$ cat config.mk
export PLATFORM = sky130hd
export DESIGN_NAME = selective_repeat_send_window
export DESIGN_NICKNAME = d
export VERILOG_FILES = /design/src/hdl/srsw_pkg.sv /design/src/hdl/selective_repeat_send_window.sv /design/src/hdl/srsw_ram.sv /design/src/hdl/srsw_front.sv /design/src/hdl/srsw_back.sv
export SDC_FILE = /design/constraint.sdc
export NUM_CORES = 1
export LEC_CHECK = 0
export BUFFER_PORTS_ARGS = -buffer_cell sky130_fd_sc_hd__buf_4
export CAP_MARGIN = 20
export CORE_ASPECT_RATIO = 0.7
export CORE_MARGIN = 2
export CORE_UTILIZATION = 50
export CTS_CLUSTER_SIZE = 8
export DETAILED_ROUTE_END_ITERATION = 10
export PLACE_DENSITY = 0.67
export SLEW_MARGIN = 20
export SYNTH_ARGS = -nofsm -noshare
export SYNTH_HDL_FRONTEND = slang
export SYNTH_SLANG_ARGS = --single-unit
$ cat constraint.sdc
create_clock -name clk -period 10.97 [get_ports clk]
set_input_delay 0.5485 -clock clk [delete_from_list [all_inputs] [get_ports clk]]
set_output_delay 0.5485 -clock clk [all_outputs]
set_load 0.01 [all_outputs]
$ cat src/hdl/srsw_pkg.sv
`timescale 1ns / 1ps
// ============================================================================
// srsw_pkg: shared types and constants of the selective-repeat send window
// Holds the word formats of the command and result channels, the
// configuration layout, the operation and result codes and the defaults.
// ============================================================================
package srsw_pkg;

  // Default sizing of the window and of the age counters.
  localparam int unsigned MAX_WINDOW_DEF = 8;
  localparam int unsigned AGE_BITS_DEF   = 16;

  // At most this many retransmits are reported for one tick.
  localparam int unsigned MAX_RESULTS = 8;

  // Sequence numbers wrap modulo this value, so they run up to SEQ_MOD - 1.
  localparam logic [15:0] SEQ_MOD = 16'hFFFF;

  // Configuration port layout and register reset values.
  localparam int unsigned CFG_IDX_W  = 2;
  localparam int unsigned CFG_DATA_W = 16;

  localparam logic [CFG_IDX_W-1:0] CFG_WINDOW  = 2'd0;
  localparam logic [CFG_IDX_W-1:0] CFG_TIMEOUT = 2'd1;
  localparam logic [CFG_IDX_W-1:0] CFG_TOTAL   = 2'd2;

  localparam logic [3:0]  WINDOW_RST  = 4'd8;
  localparam logic [15:0] TIMEOUT_RST = 16'd500;
  localparam logic [15:0] TOTAL_RST   = 16'd0;

  // Operation codes of an input word. The last code is not assigned and
  // acts as a no-op.
  localparam logic [1:0] OP_OFFER  = 2'd0;
  localparam logic [1:0] OP_ACK    = 2'd1;
  localparam logic [1:0] OP_TICK   = 2'd2;
  localparam logic [1:0] OP_UNUSED = 2'd3;

  // Result codes.
  typedef enum logic [2:0] {
    KIND_IDLE        = 3'd0,
    KIND_SEND        = 3'd1,
    KIND_RETX        = 3'd2,
    KIND_REFUSED     = 3'd3,
    KIND_ACK_TAKEN   = 3'd4,
    KIND_ACK_DROPPED = 3'd5
  } kind_t;

  // Classified command handed from the front end to the back end.
  typedef enum logic [1:0] {
    CMD_OFFER,
    CMD_ACK,
    CMD_TICK,
    CMD_NOP
  } cmd_kind_t;

  typedef struct packed {
    logic [1:0]  op;
    logic [15:0] ack_seq;
    logic        ack_ok;
  } in_item_t;

  typedef struct packed {
    kind_t       kind;
    logic [15:0] seq_out;
    logic [15:0] base_now;
    logic        done_res;
    logic        last;
  } out_item_t;

  typedef struct packed {
    cmd_kind_t   cmd;
    logic [15:0] ack_seq;
    logic        ack_good;
  } cmd_t;

  typedef struct packed {
    logic [3:0]  window;
    logic [15:0] timeout;
    logic [15:0] total;
  } cfg_t;

endpackage

$ cat src/hdl/selective_repeat_send_window.sv
`timescale 1ns / 1ps
// An offer, a dropped ack or an unknown op is queued and, once the back end is idle, executed
// with a registered result; a taken ack first slides the base past the acknowledged prefix.
// A tick reads one slot age a cycle and gives its retransmits at most one a cycle, the last
// result at the end of the pass. The back end takes a word from the queue only when idle;
// busy means the two-word queue is full. Synchronous reset clears the window; registers
// take 8, 500 and 0.
// ============================================================================
// selective_repeat_send_window: sender side of a selective-repeat ARQ window
// Configuration registers, the command front end and the window back end.
// ============================================================================
module selective_repeat_send_window #(
  parameter int unsigned MAX_WINDOW = srsw_pkg::MAX_WINDOW_DEF,
  parameter int unsigned AGE_BITS   = srsw_pkg::AGE_BITS_DEF
) (
  input  logic                                clk,
  input  logic                                rst_n,
  input  logic                                start,
  output logic                                busy,
  input  srsw_pkg::in_item_t                  in_data,
  output logic                                out_strobe,
  output srsw_pkg::out_item_t                 out_data,
  input  logic                                cfg_we,
  input  logic [srsw_pkg::CFG_IDX_W-1:0]      cfg_idx,
  input  logic [srsw_pkg::CFG_DATA_W-1:0]     cfg_wdata
);

  srsw_pkg::cfg_t cfg_r;
  logic           cmd_vld;
  srsw_pkg::cmd_t cmd;
  logic           pop;

  // Configuration registers; writes to an unused index are ignored.
  always_ff @(posedge clk) begin
    if (!rst_n) begin
      cfg_r.window  <= srsw_pkg::WINDOW_RST;
      cfg_r.timeout <= srsw_pkg::TIMEOUT_RST;
      cfg_r.total   <= srsw_pkg::TOTAL_RST;
    end else if (cfg_we) begin
      unique case (cfg_idx)
        srsw_pkg::CFG_WINDOW:  cfg_r.window  <= cfg_wdata[3:0];
        srsw_pkg::CFG_TIMEOUT: cfg_r.timeout <= cfg_wdata[15:0];
        srsw_pkg::CFG_TOTAL:   cfg_r.total   <= cfg_wdata[15:0];
        default: begin
          cfg_r <= cfg_r;
        end
      endcase
    end
  end

  srsw_front u_front (
    .clk     (clk),
    .rst_n   (rst_n),
    .start   (start),
    .busy    (busy),
    .in_data (in_data),
    .pop     (pop),
    .cmd_vld (cmd_vld),
    .cmd     (cmd)
  );

  srsw_back #(
    .MAX_WINDOW (MAX_WINDOW),
    .AGE_BITS   (AGE_BITS)
  ) u_back (
    .clk        (clk),
    .rst_n      (rst_n),
    .cfg        (cfg_r),
    .cmd_vld    (cmd_vld),
    .cmd        (cmd),
    .pop        (pop),
    .out_strobe (out_strobe),
    .out_data   (out_data)
  );

endmodule

$ cat src/hdl/srsw_ram.sv
`timescale 1ns / 1ps
// ============================================================================
// srsw_ram: generic single-write, single-read RAM
// One write and one registered read per cycle; contents are not reset.
// ============================================================================
module srsw_ram #(
  parameter int unsigned WIDTH = 16,
  parameter int unsigned DEPTH = 8
) (
  input  logic                                        clk,
  input  logic                                        we,
  input  logic [((DEPTH > 1) ? $clog2(DEPTH) : 1)-1:0] waddr,
  input  logic [WIDTH-1:0]                            wdata,
  input  logic [((DEPTH > 1) ? $clog2(DEPTH) : 1)-1:0] raddr,
  output logic [WIDTH-1:0]                            rdata
);

  logic [WIDTH-1:0] mem [DEPTH];

  // Write port and registered read port.
  always_ff @(posedge clk) begin
    if (we) begin
      mem[waddr] <= wdata;
    end
    rdata <= mem[raddr];
  end

endmodule

$ cat src/hdl/srsw_front.sv
`timescale 1ns / 1ps
// ============================================================================
// srsw_front: command intake and classification
// Accepts input words, decodes the operation, pre-checks an ack for a valid
// checksum and a legal sequence number, and queues the command for the back
// end in a two-entry queue.
// ============================================================================
module srsw_front (
  input  logic               clk,
  input  logic               rst_n,
  input  logic               start,
  output logic               busy,
  input  srsw_pkg::in_item_t in_data,
  input  logic               pop,
  output logic               cmd_vld,
  output srsw_pkg::cmd_t     cmd
);

  localparam int unsigned QDEPTH = 2;
  localparam int unsigned PTR_W  = 1;
  localparam int unsigned QCNT_W = $clog2(QDEPTH + 1);

  srsw_pkg::cmd_t    q_r [QDEPTH];
  logic [PTR_W-1:0]  wr_ptr_r, wr_ptr_nxt;
  logic [PTR_W-1:0]  rd_ptr_r, rd_ptr_nxt;
  logic [QCNT_W-1:0] cnt_r, cnt_nxt;
  logic              push;
  srsw_pkg::cmd_t    cls;

  assign busy    = (cnt_r == QCNT_W'(QDEPTH));
  assign push    = start && !busy;
  assign cmd_vld = (cnt_r != '0);
  assign cmd     = q_r[rd_ptr_r];

  // Decode the operation and pre-check the ack word.
  always_comb begin
    cls.ack_seq  = in_data.ack_seq;
    cls.ack_good = in_data.ack_ok && (in_data.ack_seq != srsw_pkg::SEQ_MOD);
    unique case (in_data.op)
      srsw_pkg::OP_OFFER: cls.cmd = srsw_pkg::CMD_OFFER;
      srsw_pkg::OP_ACK:   cls.cmd = srsw_pkg::CMD_ACK;
      srsw_pkg::OP_TICK:  cls.cmd = srsw_pkg::CMD_TICK;
      default:            cls.cmd = srsw_pkg::CMD_NOP;
    endcase
  end

  // Queue pointer and fill count updates.
  always_comb begin
    wr_ptr_nxt = push ? wr_ptr_r + PTR_W'(1) : wr_ptr_r;
    rd_ptr_nxt = pop ? rd_ptr_r + PTR_W'(1) : rd_ptr_r;
    case ({push, pop})
      2'b10:   cnt_nxt = cnt_r + QCNT_W'(1);
      2'b01:   cnt_nxt = cnt_r - QCNT_W'(1);
      default: cnt_nxt = cnt_r;
    endcase
  end

  always_ff @(posedge clk) begin
    if (!rst_n) begin
      wr_ptr_r <= '0;
      rd_ptr_r <= '0;
      cnt_r    <= '0;
    end else begin
      wr_ptr_r <= wr_ptr_nxt;
      rd_ptr_r <= rd_ptr_nxt;
      cnt_r    <= cnt_nxt;
    end
  end

  // Queue storage needs no reset.
  always_ff @(posedge clk) begin
    if (push) begin
      q_r[wr_ptr_r] <= cls;
    end
  end

endmodule

$ cat src/hdl/srsw_back.sv
`timescale 1ns / 1ps
// ============================================================================
// srsw_back: window state and command execution
// Keeps the window as a ring of slots with a head pointer, executes offers,
// acks with the base slide, and ticks that age and retransmit the slots.
// Slot ages live in a small RAM; a tick streams through it one slot a cycle.
// ============================================================================
module srsw_back #(
  parameter int unsigned MAX_WINDOW = srsw_pkg::MAX_WINDOW_DEF,
  parameter int unsigned AGE_BITS   = srsw_pkg::AGE_BITS_DEF
) (
  input  logic                clk,
  input  logic                rst_n,
  input  srsw_pkg::cfg_t      cfg,
  input  logic                cmd_vld,
  input  srsw_pkg::cmd_t      cmd,
  output logic                pop,
  output logic                out_strobe,
  output srsw_pkg::out_item_t out_data
);

  localparam int unsigned IDX_W = (MAX_WINDOW > 1) ? $clog2(MAX_WINDOW) : 1;
  localparam int unsigned CNT_W = $clog2(MAX_WINDOW + 1);
  localparam int unsigned SUM_W = IDX_W + 1;
  localparam int unsigned EW    = (CNT_W > 4) ? CNT_W : 4;
  localparam int unsigned CW    = (AGE_BITS > 16) ? AGE_BITS : 16;
  localparam int unsigned RES_W = $clog2(srsw_pkg::MAX_RESULTS + 1);
  localparam logic [AGE_BITS-1:0] AGE_MAX = '1;

  typedef enum logic [1:0] {
    ST_IDLE,
    ST_SLIDE,
    ST_TICK
  } state_t;

  state_t              state_r, state_nxt;
  logic [15:0]         base_r, base_nxt;
  logic [15:0]         next_r, next_nxt;
  logic [15:0]         issued_r, issued_nxt;
  logic [IDX_W-1:0]    head_r, head_nxt;
  logic [CNT_W-1:0]    outs_r, outs_nxt;
  logic [MAX_WINDOW-1:0] acked_r, acked_nxt;
  logic [CNT_W-1:0]    rd_i_r, rd_i_nxt;
  logic                p_vld_r, p_vld_nxt;
  logic [IDX_W-1:0]    p_i_r, p_i_nxt;
  logic [RES_W-1:0]    n_r, n_nxt;
  logic                pend_vld_r, pend_vld_nxt;
  logic [15:0]         pend_seq_r, pend_seq_nxt;
  logic                out_vld_r, out_vld_nxt;
  srsw_pkg::out_item_t out_r, out_nxt;

  logic                ram_we;
  logic [IDX_W-1:0]    ram_waddr;
  logic [AGE_BITS-1:0] ram_wdata;
  logic [IDX_W-1:0]    ram_raddr;
  logic [AGE_BITS-1:0] ram_rdata;

  logic [EW-1:0]       win_eff;
  logic                offer_ok;
  logic [IDX_W-1:0]    slot_new;
  logic [15:0]         ack_dist;
  logic                ack_hit;
  logic [IDX_W-1:0]    slot_ack;
  logic [IDX_W-1:0]    p_phys;
  logic [15:0]         p_seq;
  logic [AGE_BITS-1:0] age_inc;
  logic                due;
  logic                retx;

  // Physical slot of the logical offset ofs from the head.
  function automatic logic [IDX_W-1:0] slot_phys(input logic [IDX_W-1:0] head,
                                                 input logic [SUM_W-1:0] ofs);
    logic [SUM_W-1:0] sum;
    sum = SUM_W'(head) + ofs;
    if (sum >= SUM_W'(MAX_WINDOW)) begin
      sum = sum - SUM_W'(MAX_WINDOW);
    end
    return sum[IDX_W-1:0];
  endfunction

  // Sequence number plus a small offset, modulo the sequence space.
  function automatic logic [15:0] seq_plus(input logic [15:0] s, input logic [15:0] ofs);
    logic [16:0] sum;
    sum = {1'b0, s} + {1'b0, ofs};
    if (sum >= {1'b0, srsw_pkg::SEQ_MOD}) begin
      sum = sum - {1'b0, srsw_pkg::SEQ_MOD};
    end
    return sum[15:0];
  endfunction

  function automatic srsw_pkg::out_item_t mk_res(input srsw_pkg::kind_t kind,
                                                 input logic [15:0] seq,
                                                 input logic [15:0] base,
                                                 input logic [15:0] total,
                                                 input logic last);
    srsw_pkg::out_item_t r;
    r.kind     = kind;
    r.seq_out  = seq;
    r.base_now = base;
    r.done_res = (base == total);
    r.last     = last;
    return r;
  endfunction

  srsw_ram #(
    .WIDTH (AGE_BITS),
    .DEPTH (MAX_WINDOW)
  ) u_age_ram (
    .clk   (clk),
    .we    (ram_we),
    .waddr (ram_waddr),
    .wdata (ram_wdata),
    .raddr (ram_raddr),
    .rdata (ram_rdata)
  );

  // Offer check: effective window size and remaining packets.
  always_comb begin
    if (cfg.window == '0) begin
      win_eff = EW'(1);
    end else if (EW'(cfg.window) > EW'(MAX_WINDOW)) begin
      win_eff = EW'(MAX_WINDOW);
    end else begin
      win_eff = EW'(cfg.window);
    end
    offer_ok = (EW'(outs_r) < win_eff) && (issued_r < cfg.total);
    slot_new = slot_phys(head_r, SUM_W'(outs_r));
  end

  // Ack check: distance from the base must fall inside the outstanding range.
  always_comb begin
    if (cmd.ack_seq >= base_r) begin
      ack_dist = cmd.ack_seq - base_r;
    end else begin
      ack_dist = cmd.ack_seq + (srsw_pkg::SEQ_MOD - base_r);
    end
    ack_hit  = cmd.ack_good && (ack_dist < 16'(outs_r));
    slot_ack = slot_phys(head_r, ack_dist[SUM_W-1:0]);
  end

  // Aging of the slot whose age was read in the previous cycle.
  always_comb begin
    p_phys  = slot_phys(head_r, SUM_W'(p_i_r));
    p_seq   = seq_plus(base_r, 16'(p_i_r));
    age_inc = (ram_rdata == AGE_MAX) ? ram_rdata : ram_rdata + AGE_BITS'(1);
    due     = (CW'(age_inc) >= CW'(cfg.timeout)) || (age_inc == AGE_MAX);
    retx    = due && (n_r < RES_W'(srsw_pkg::MAX_RESULTS));
  end

  // Command sequencer.
  always_comb begin
    state_nxt    = state_r;
    base_nxt     = base_r;
    next_nxt     = next_r;
    issued_nxt   = issued_r;
    head_nxt     = head_r;
    outs_nxt     = outs_r;
    acked_nxt    = acked_r;
    rd_i_nxt     = rd_i_r;
    p_vld_nxt    = p_vld_r;
    p_i_nxt      = p_i_r;
    n_nxt        = n_r;
    pend_vld_nxt = pend_vld_r;
    pend_seq_nxt = pend_seq_r;
    out_vld_nxt  = 1'b0;
    out_nxt      = out_r;
    pop          = 1'b0;
    ram_we       = 1'b0;
    ram_waddr    = slot_new;
    ram_wdata    = '0;
    ram_raddr    = slot_phys(head_r, SUM_W'(rd_i_r));

    unique case (state_r)
      ST_IDLE: begin
        if (cmd_vld) begin
          pop = 1'b1;
          unique case (cmd.cmd)
            srsw_pkg::CMD_OFFER: begin
              out_vld_nxt = 1'b1;
              if (offer_ok) begin
                acked_nxt[slot_new] = 1'b0;
                ram_we     = 1'b1;
                ram_waddr  = slot_new;
                next_nxt   = seq_plus(next_r, 16'd1);
                issued_nxt = issued_r + 16'd1;
                outs_nxt   = outs_r + CNT_W'(1);
                out_nxt    = mk_res(srsw_pkg::KIND_SEND, next_r, base_r, cfg.total, 1'b1);
              end else begin
                out_nxt = mk_res(srsw_pkg::KIND_REFUSED, 16'd0, base_r, cfg.total, 1'b1);
              end
            end
            srsw_pkg::CMD_ACK: begin
              if (ack_hit) begin
                acked_nxt[slot_ack] = 1'b1;
                ram_we    = 1'b1;
                ram_waddr = slot_ack;
                state_nxt = ST_SLIDE;
              end else begin
                out_vld_nxt = 1'b1;
                out_nxt = mk_res(srsw_pkg::KIND_ACK_DROPPED, 16'd0, base_r, cfg.total,
                                 1'b1);
              end
            end
            srsw_pkg::CMD_TICK: begin
              rd_i_nxt     = '0;
              p_vld_nxt    = 1'b0;
              n_nxt        = '0;
              pend_vld_nxt = 1'b0;
              state_nxt    = ST_TICK;
            end
            srsw_pkg::CMD_NOP: begin
              out_vld_nxt = 1'b1;
              out_nxt = mk_res(srsw_pkg::KIND_IDLE, 16'd0, base_r, cfg.total, 1'b1);
            end
          endcase
        end
      end

      // Slide the base past the acknowledged prefix, one slot a cycle.
      ST_SLIDE: begin
        if ((outs_r != '0) && acked_r[head_r]) begin
          acked_nxt[head_r] = 1'b0;
          head_nxt = slot_phys(head_r, SUM_W'(1));
          base_nxt = seq_plus(base_r, 16'd1);
          outs_nxt = outs_r - CNT_W'(1);
        end else begin
          out_vld_nxt = 1'b1;
          out_nxt = mk_res(srsw_pkg::KIND_ACK_TAKEN, 16'd0, base_r, cfg.total, 1'b1);
          state_nxt = ST_IDLE;
        end
      end

      // Read one age a cycle, age and write back the one read before. A
      // retransmit is held back one step so that the final one carries last.
      ST_TICK: begin
        if (rd_i_r != outs_r) begin
          rd_i_nxt  = rd_i_r + CNT_W'(1);
          p_vld_nxt = 1'b1;
          p_i_nxt   = rd_i_r[IDX_W-1:0];
        end else begin
          p_vld_nxt = 1'b0;
        end

        if (p_vld_r && !acked_r[p_phys]) begin
          ram_we    = 1'b1;
          ram_waddr = p_phys;
          if (retx) begin
            ram_wdata    = '0;
            n_nxt        = n_r + RES_W'(1);
            pend_vld_nxt = 1'b1;
            pend_seq_nxt = p_seq;
            if (pend_vld_r) begin
              out_vld_nxt = 1'b1;
              out_nxt = mk_res(srsw_pkg::KIND_RETX, pend_seq_r, base_r, cfg.total, 1'b0);
            end
          end else begin
            ram_wdata = age_inc;
          end
        end

        if ((rd_i_r == outs_r) && !p_vld_r) begin
          out_vld_nxt = 1'b1;
          if (pend_vld_r) begin
            out_nxt = mk_res(srsw_pkg::KIND_RETX, pend_seq_r, base_r, cfg.total, 1'b1);
          end else begin
            out_nxt = mk_res(srsw_pkg::KIND_IDLE, 16'd0, base_r, cfg.total, 1'b1);
          end
          state_nxt = ST_IDLE;
        end
      end

      default: begin
        state_nxt = ST_IDLE;
      end
    endcase
  end

  // State and registered result word.
  always_ff @(posedge clk) begin
    if (!rst_n) begin
      state_r    <= ST_IDLE;
      base_r     <= '0;
      next_r     <= '0;
      issued_r   <= '0;
      head_r     <= '0;
      outs_r     <= '0;
      acked_r    <= '0;
      rd_i_r     <= '0;
      p_vld_r    <= 1'b0;
      n_r        <= '0;
      pend_vld_r <= 1'b0;
      out_vld_r  <= 1'b0;
    end else begin
      state_r    <= state_nxt;
      base_r     <= base_nxt;
      next_r     <= next_nxt;
      issued_r   <= issued_nxt;
      head_r     <= head_nxt;
      outs_r     <= outs_nxt;
      acked_r    <= acked_nxt;
      rd_i_r     <= rd_i_nxt;
      p_vld_r    <= p_vld_nxt;
      n_r        <= n_nxt;
      pend_vld_r <= pend_vld_nxt;
      out_vld_r  <= out_vld_nxt;
    end
    p_i_r      <= p_i_nxt;
    pend_seq_r <= pend_seq_nxt;
    out_r      <= out_nxt;
  end

  assign out_strobe = out_vld_r;
  assign out_data   = out_r;

`ifndef SYNTHESIS
  a_outs_bound: assert property (@(posedge clk) disable iff (!rst_n)
    outs_r <= CNT_W'(MAX_WINDOW))
    else $error("outstanding count exceeds the window");

  a_outs_dist: assert property (@(posedge clk) disable iff (!rst_n)
    (next_r - base_r - ((next_r < base_r) ? 16'd1 : 16'd0)) == 16'(outs_r))
    else $error("outstanding count disagrees with the sequence pointers");

  a_seq_range: assert property (@(posedge clk) disable iff (!rst_n)
    (base_r != srsw_pkg::SEQ_MOD) && (next_r != srsw_pkg::SEQ_MOD))
    else $error("sequence pointer left the sequence space");

  a_retx_cap: assert property (@(posedge clk) disable iff (!rst_n)
    (state_r == ST_TICK) |-> (n_r <= RES_W'(srsw_pkg::MAX_RESULTS)))
    else $error("too many retransmits in one tick");

  a_pop_progress: assert property (@(posedge clk) disable iff (!rst_n)
    pop |=> (out_vld_r || (state_r != ST_IDLE)))
    else $error("command taken without result or further work");
`endif

endmodule
==> results of run 1 <==
## layout by cell type (no fill, tap or decap), types with 8 or more instances in the layout
| master | instances |
|---|---|
| a21boi_0 | 12 |
| a21o_1 | 29 |
| a21oi_1 | 99 |
| a22o_1 | 17 |
| a311oi_1 | 11 |
| a31oi_1 | 18 |
| and2_1 | 13 |
| and3_1 | 35 |
| buf_4 | 98 |
| clkbuf_1 | 34 |
| clkbuf_16 | 50 |
| dfxtp_1 | 133 |
| edfxtp_1 | 222 |
| fa_1 | 8 |
| ha_1 | 82 |
| inv_1 | 90 |
| mux2_2 | 40 |
| mux2i_1 | 18 |
| mux4_2 | 34 |
| nand2_1 | 164 |
| nand2b_1 | 12 |
| nand3_1 | 40 |
| nand4_1 | 34 |
| nor2_1 | 116 |
| nor2b_1 | 10 |
| nor3_1 | 38 |
| nor4_1 | 10 |
| o211ai_1 | 16 |
| o21a_1 | 18 |
| o21ai_0 | 43 |
| o221ai_1 | 12 |
| or2_2 | 8 |
| or3_1 | 17 |
| xnor2_1 | 65 |
| xor2_1 | 31 |
## final cells by class
cell class	instances	area, um^2	area share [%]
clock buffer	85	1390	6.60
tap	480	601	2.85
inverter	92	345	1.64
multi-input combinational	1165	8640	41.0
sequential	355	9330	44.2
timing repair buffer	98	736	3.49
clock inverter	4	61.3	0.290
## registers in the layout (all words and copies together) (netlist names), 3 cells and up, named ones only
| register | cells |
|---|---|
| u_back.u_age_ram.mem | 128 |
| u_front.q_r | 38 |
| u_back.out_data | 37 |
| cfg_r | 36 |
| u_back.base_r | 16 |
| u_back.issued_r | 16 |
| u_back.next_r | 16 |
| u_back.pend_seq_r | 16 |
| u_back.u_age_ram.rdata | 16 |
| u_back.acked_r | 8 |
| u_back.n_r | 4 |
| u_back.outs_r | 4 |
| u_back.rd_i_r | 4 |
| u_back.head_r | 3 |
| u_back.p_i_r | 3 |
## metrics by stage
stage | hold WS [ns] | instances | power, mW | area (um^2)
after floorplan | 0.403 | 1690 | 2.30 | 18500
after global routing | 0.148 | 2279 | 4.29 | 21100
after global placement | 0.443 | 2190 | 2.67 | 19600
after detailed placement | 0.448 | 2190 | 2.68 | 19600
final | 0.157 | 2279 | 4.12 | 21100
after CTS | 0.138 | 2279 | 4.12 | 21100
## final timing paths
check / cells past startpoint / end / from
setup reg to reg: 20 / u_back.u_age_ram.mem[2][4]$_DFFE_PP_ / flop
setup / recovery: 20 / u_back.u_age_ram.mem[2][4]$_DFFE_PP_ / flop
hold reg to reg: 2 / cfg_r[17]$_SDFFE_PN0P_ / cfg_r[17]$_SDFFE_PN0P_
hold / removal: 1 / u_front.q_r[1][17]$_DFFE_PP_ / in_data[17]
## worst reg2reg max path, stage by stage (launching register included)
cell and delay [ns]:
dfxtp_1 0.87, mux2_2 0.42, ha_1 0.41, a21o_1 0.25
a31o_4 0.28, o31a_4 0.38, o21ai_0 0.33, a21boi_0 0.29
xor2_1 0.21, ha_1 0.27, a21oi_1 0.15, o211a_1 0.15
o221ai_1 0.12, nor2_1 0.14, mux2i_1 0.09, nor4b_1 0.33
nand4b_1 0.21, nor4_1 0.43, mux2_2 0.25, o211ai_1 0.26
nor3_4 0.77
## metal layers
metal  GRT usage [%]  vias up  wire length (um)
li1                -     6409                 -
met5               0        -                13
met2            35.1      650             20200
met1            41.8     6729             24300
met4            5.84        2               756
met3            6.59       62              5050
## where the power goes
group          switching (mW)  internal, mW
logic                   0.639         0.395
clock network           0.583         0.860
registers              0.0723          1.57
total                    1.29          2.82
## kinds of logic after synthesis
group	count (synthesis)
AND/OR/NAND/NOR	539
flip-flops	355
AO/OA/AOI/OAI	346
buffers and inverters	170
XOR/XNOR	97
multiplexers	92
adder cells (fa/ha/maj)	91
==> impl_metrics.yaml, run 1 <==
outcome:
  status: "finished clean"
timing:
  rsz0062_at_grt: "no"
  setup_viol: 0
  max_slew.worst_pin.slew_ns: 1.02
  hold_viol: 0
  clock_skew_ns: 0.0252
  max_freq_ghz: 0.143
  drv_slew: 0
  final.setup.tns_ns: 0
  min_period_over_period_pct: 63.8
  finalWorstPathRequiredPeriod_ns: 7.00
  slew_headroom_pct: 31.3
  worst_slack_ns: 3.97
finish:
  nNetsFinal: 1894
  antennaDiodeCount: 0
  fillCellCount: 2947
  final_core_util_pct: 58.3
  area_growth_pct: 13.9
  final_layout_size_suffix_gt1_share_pct: 15.2
die:
  initial_core_util_pct: 51.2
  dieHeight_um: 165
  io_pins: 80
  rows: 58
  die_w_um: 234
  core-area_mm2: 0.0362
  die_area_mm2: 0.0387
power:
  p_leak_nw: 7.35
  max-vdd-ir-drop_v: 0.000159
  power_density_mw_per_mm2: 195
global_route:
  grtUsageTotal_pct: 26.2
  gr-total-overflow: 0
  antenna_found_initial: 1
  grt_pass1_vias: 12800
  grt_max_degree: 51
  grt_pass1_wl_mm: 76.8
yosys:
  synth_fa_ha_area_share_pct: 6.47
  synthArstFlopShare_pct: 0
  synth.most_common_cell: "edfxtp_1"
  synthTopCellsByArea: "edfxtp_1, dfxtp_1, ha_1"
  syn_inst: 1690
  yosys.area_share.simple_pct: 14.4
  synth.avg_cell_area_um2: 11.0
  synth_area_mm2: 0.0185
  synth_common_cells: "edfxtp_1, nand2_1, dfxtp_1, nor2_1, a21oi_1"
  yosysSeqAreaShare_pct: 50.3
  synth-compound-area-share_pct: 13.1
  ys_warn_count: 0
  synth_top_area_share_pct: 36.0
  synth_top_family_by_area: "simple AND/OR/NAND/NOR gates"
  synth-main-ff-cell: "edfxtp_1"
  synth_xor_xnor_area_share_pct: 4.58
  synth_nets: 1822
  synth_seq_cells: 355
  synth_mux_area_share_pct: 7.53
  synth_edf_count: 222
  synth.distinct_cells: 87
  synth_area_leader_cell: "edfxtp_1"
route:
  drc: 0
  first_pass_iters: 6
  antenna_left: 0
  routed_wl_mm: 50.3
  wl_per_cell_um: 22.1
  vias_per_cell: 6.08
  num_vias: 13900
  drt_iter0_drc: 1602
worst_setup_path:
  critPathSlowestCell: "dfxtp_1"
  crit_path_start_kind: "flop"
  r2r_slack_ns: 3.97
  critPathMaxFanout: 19
  cp_num_buf_inv: 0
  path_delay_family: "compound AO/OA/AOI/OAI gates"
  worstSetupPathType: "flop to flop"
  worst_ep_required_time_ns: 11.16
  worst_ep_arrival_time_ns: 7.19
  path_cells: "mux2_2, ha_1, a21o_1, a31o_4, o31a_4, o21ai_0, a21boi_0, xor2_1, ha_1, a21oi_1, o211a_1, o221ai_1, nor2_1, mux2i_1, nor4b_1, nand4b_1, nor4_1, mux2_2, o211ai_1, nor3_4"
  cp-end-kind: "flop"
  crit_path_max_incr_delay_ns: 0.87
cts:
  cts_sinks: 355
  cts.clk_slew.worst_paths_ns: 0.05
  htreeDepth: 2
  cts_root_buf: "clkbuf_16"
  postCtsSetupBuffers: 0
  cts.repair.resized: 0
  cts_tree: "built"
  ctsHoldBuffers: 0
  clock_latency_ns: 0.58
  clockBufferDepth: 3
  cts_buffers: 50
hold_path:
  min_path_type: "input port to flop"
placed_design:
  portBuffers: 79
  place_congestion: 0.935
  dp_slack_ns: 4.12
  dpl.hpwl_mm: 35.9
job:
  maxCapViolations: 0
Note: power is estimated with default switching activity, not from simulation.
==> run 2, diff against run 1 <==
==> constraint.sdc (replaced) <==
create_clock -name clk -period 6.83 [get_ports clk]
set_input_delay 0.3415 -clock clk [delete_from_list [all_inputs] [get_ports clk]]
set_output_delay 0.3415 -clock clk [all_outputs]
set_load 0.01 [all_outputs]
==> run 2 against run 1 <==
Core utilization grew 0.72 points. Hold slack lost 0.12 ns. Critical endpoint is now u_back.u_age_ram.mem[7][2]$_DFFE_PP_. Clock skew is essentially flat. Highest routed layer is now met4.
==> impl_metrics.yaml, run 2 (synthesized netlist as in run 1, its figures left out) <==
timing:
  final.setup.tns_ns: 0
  setup_viol: 0
  rsz0062_at_grt: "no"
  clock_skew_ns: 0.0248
  drv_slew: 0
  max_slew.worst_pin.slew_ns: 0.912
  min_period_over_period_pct: 93.8
  finalWorstPathRequiredPeriod_ns: 6.41
  slew_headroom_pct: 39.2
  max_freq_ghz: 0.156
  hold_viol: 0
power:
  comb_power_share_pct: 25.3
  clock_power_share_pct: 35.0
  p_switching_mw: 2.05
  power_density_mw_per_mm2: 310
  power_frac_seq_pct: 39.7
  swShare_pct: 31.0
  intPower_mw: 4.56
  p_total_mw: 6.62
  max-vdd-ir-drop_v: 0.000206
  p_leak_nw: 7.47
finish:
  largest_reg_flops: 128
  largest-register: "u_back.u_age_ram.mem"
  final_core_util_pct: 59.0
  area_growth_pct: 15.3
  design_area_mm2: 0.0214
  final_common_cell: "edfxtp_1"
  antennaDiodeCount: 0
  final_layout_size_suffix_gt1_share_pct: 15.6
  nNetsFinal: 1919
  final_cell_mix: "edfxtp_1, nand2_1, dfxtp_1"
cts:
  cts.clk_slew.worst_paths_ns: 0.05
  cts_tree: "built"
  cts_buffers: 50
  clock_latency_ns: 0.57
  htreeDepth: 2
  cts_sinks: 355
  clockBufferDepth: 3
  cts_root_buf: "clkbuf_16"
  postCtsSetupBuffers: 0
global_route:
  gr-total-overflow: 0
  grt_pass1_wl_mm: 77.2
  antenna_found_initial: 0
  grt_pass1_vias: 13200
  grt_max_degree: 68
  grtUsageTotal_pct: 26.1
worst_setup_path:
  worst_ep_required_time_ns: 7.07
  critPathMaxFanout: 16
  path_cells: "buf_4, mux2_2, ha_1, a21o_1, o21bai_1, a21o_1, o21ai_2, a21boi_0, xor2_1, ha_1, a21oi_1, o211a_1, o221ai_1, nor2_1, mux2i_1, nor4b_1, nand4b_1, or4_4, nor3b_2, a311oi_1, nor3_2, buf_4"
  worst_ep_arrival_time_ns: 6.64
  path_delay_family: "compound AO/OA/AOI/OAI gates"
  crit_path_start_kind: "flop"
  crit_path_max_incr_delay_ns: 0.56
  critPathSlowestCell: "or4_4"
  cp-end-kind: "flop"
  cp_num_buf_inv: 2
  worstSetupPathType: "flop to flop"
die:
  io_pins: 80
  dieHeight_um: 165
  core-area_mm2: 0.0362
  die_w_um: 234
  rows: 58
  die_area_mm2: 0.0387
  initial_core_util_pct: 51.2
route:
  routed_wl_mm: 49.7
  first_pass_iters: 8
  wl_per_cell_um: 21.5
  drt_iter0_drc: 1465
  num_vias: 13900
  antenna_left: 0
  vias_per_cell: 6.03
  drc: 0
placed_design:
  portBuffers: 79
  dpl_cell_area_mm2: 0.0197
  dpl.hpwl_mm: 35.8
  place_congestion: 0.931
job:
  maxCapViolations: 0
outcome:
  status: "finished clean"
hold_path:
  min_path_type: "input port to flop"
-- run 2: path summary, 6_finish.rpt --
path                                              from                                   end  slack [ns]  cells after the start
worst min-delay path                      cfg_wdata[6]                cfg_r[22]$_SDFFE_PN1P_        0.04                      3
worst max register to register                    flop  u_back.u_age_ram.mem[7][2]$_DFFE_PP_        0.42                     22
worst max-delay path                              flop  u_back.u_age_ram.mem[7][2]$_DFFE_PP_        0.42                     22
worst min register to register  cfg_r[25]$_SDFFE_PN0P_                cfg_r[25]$_SDFFE_PN0P_        0.45                      2
-- run 2: final cells by class --
class | count | area, um^2
Inverter | 92 | 345
Sequential cell | 355 | 9330
Tap cell | 480 | 601
Multi-Input combinational cell | 1165 | 8650
Timing Repair Buffer | 123 | 968
Clock inverter | 3 | 56.3
Fill cell | 2951 | 14800
Clock buffer | 88 | 1420
-- run 2: what timing repair did --
item	4_1_cts	5_1_grt
setup endpoints to repair	0	128
endpoints found under the hold margin	36	0
resized for setup	0	6
hold buffers	18	0
-- run 2: per-layer routing --
layer	track usage [%]	up-vias	wire length, um
met5	0	-	0
met4	6.24	0	908
met3	6.52	61	5480
met2	35.5	646	20000
met1	41.1	6746	23300
li1	-	6462	-
-- run 2: power by group through the flow --
stage | clock network [mW] | registers, mW | logic [mW]
4_1_cts | 2.36 | 2.63 | 1.64
3_5_place_dp | 0 | 2.67 | 1.63
2_1_floorplan | 0 | 2.70 | 0.989
6_report | 2.32 | 2.63 | 1.67
3_3_place_gp | 0 | 2.67 | 1.62
5_1_grt | 2.46 | 2.65 | 1.81
-- run 2: worst register-to-register path: stages, from the launching register on --
cell and delay, ns:
dfxtp_2 0.46, buf_4 0.24, mux2_2 0.35, ha_1 0.37
a21o_1 0.22, o21bai_1 0.22, a21o_1 0.33, o21ai_2 0.26
a21boi_0 0.31, xor2_1 0.23, ha_1 0.28, a21oi_1 0.15
o211a_1 0.15, o221ai_1 0.14, nor2_1 0.13, mux2i_1 0.08
nor4b_1 0.36, nand4b_1 0.21, or4_4 0.56, nor3b_2 0.23
a311oi_1 0.24, nor3_2 0.27, buf_4 0.28
-- run 2: through the flow --
step | setup slack (ns) | hold WS [ns] | instances
final | 0.424 | 0.0389 | 2306
after CTS | 0.123 | 0.0213 | 2306
after global routing | 0.0166 | 0.0365 | 2306
after global placement | 0.473 | 0.444 | 2197
after detailed placement | 0.119 | 0.449 | 2197
after floorplan | -0.0416 | 0.403 | 1690
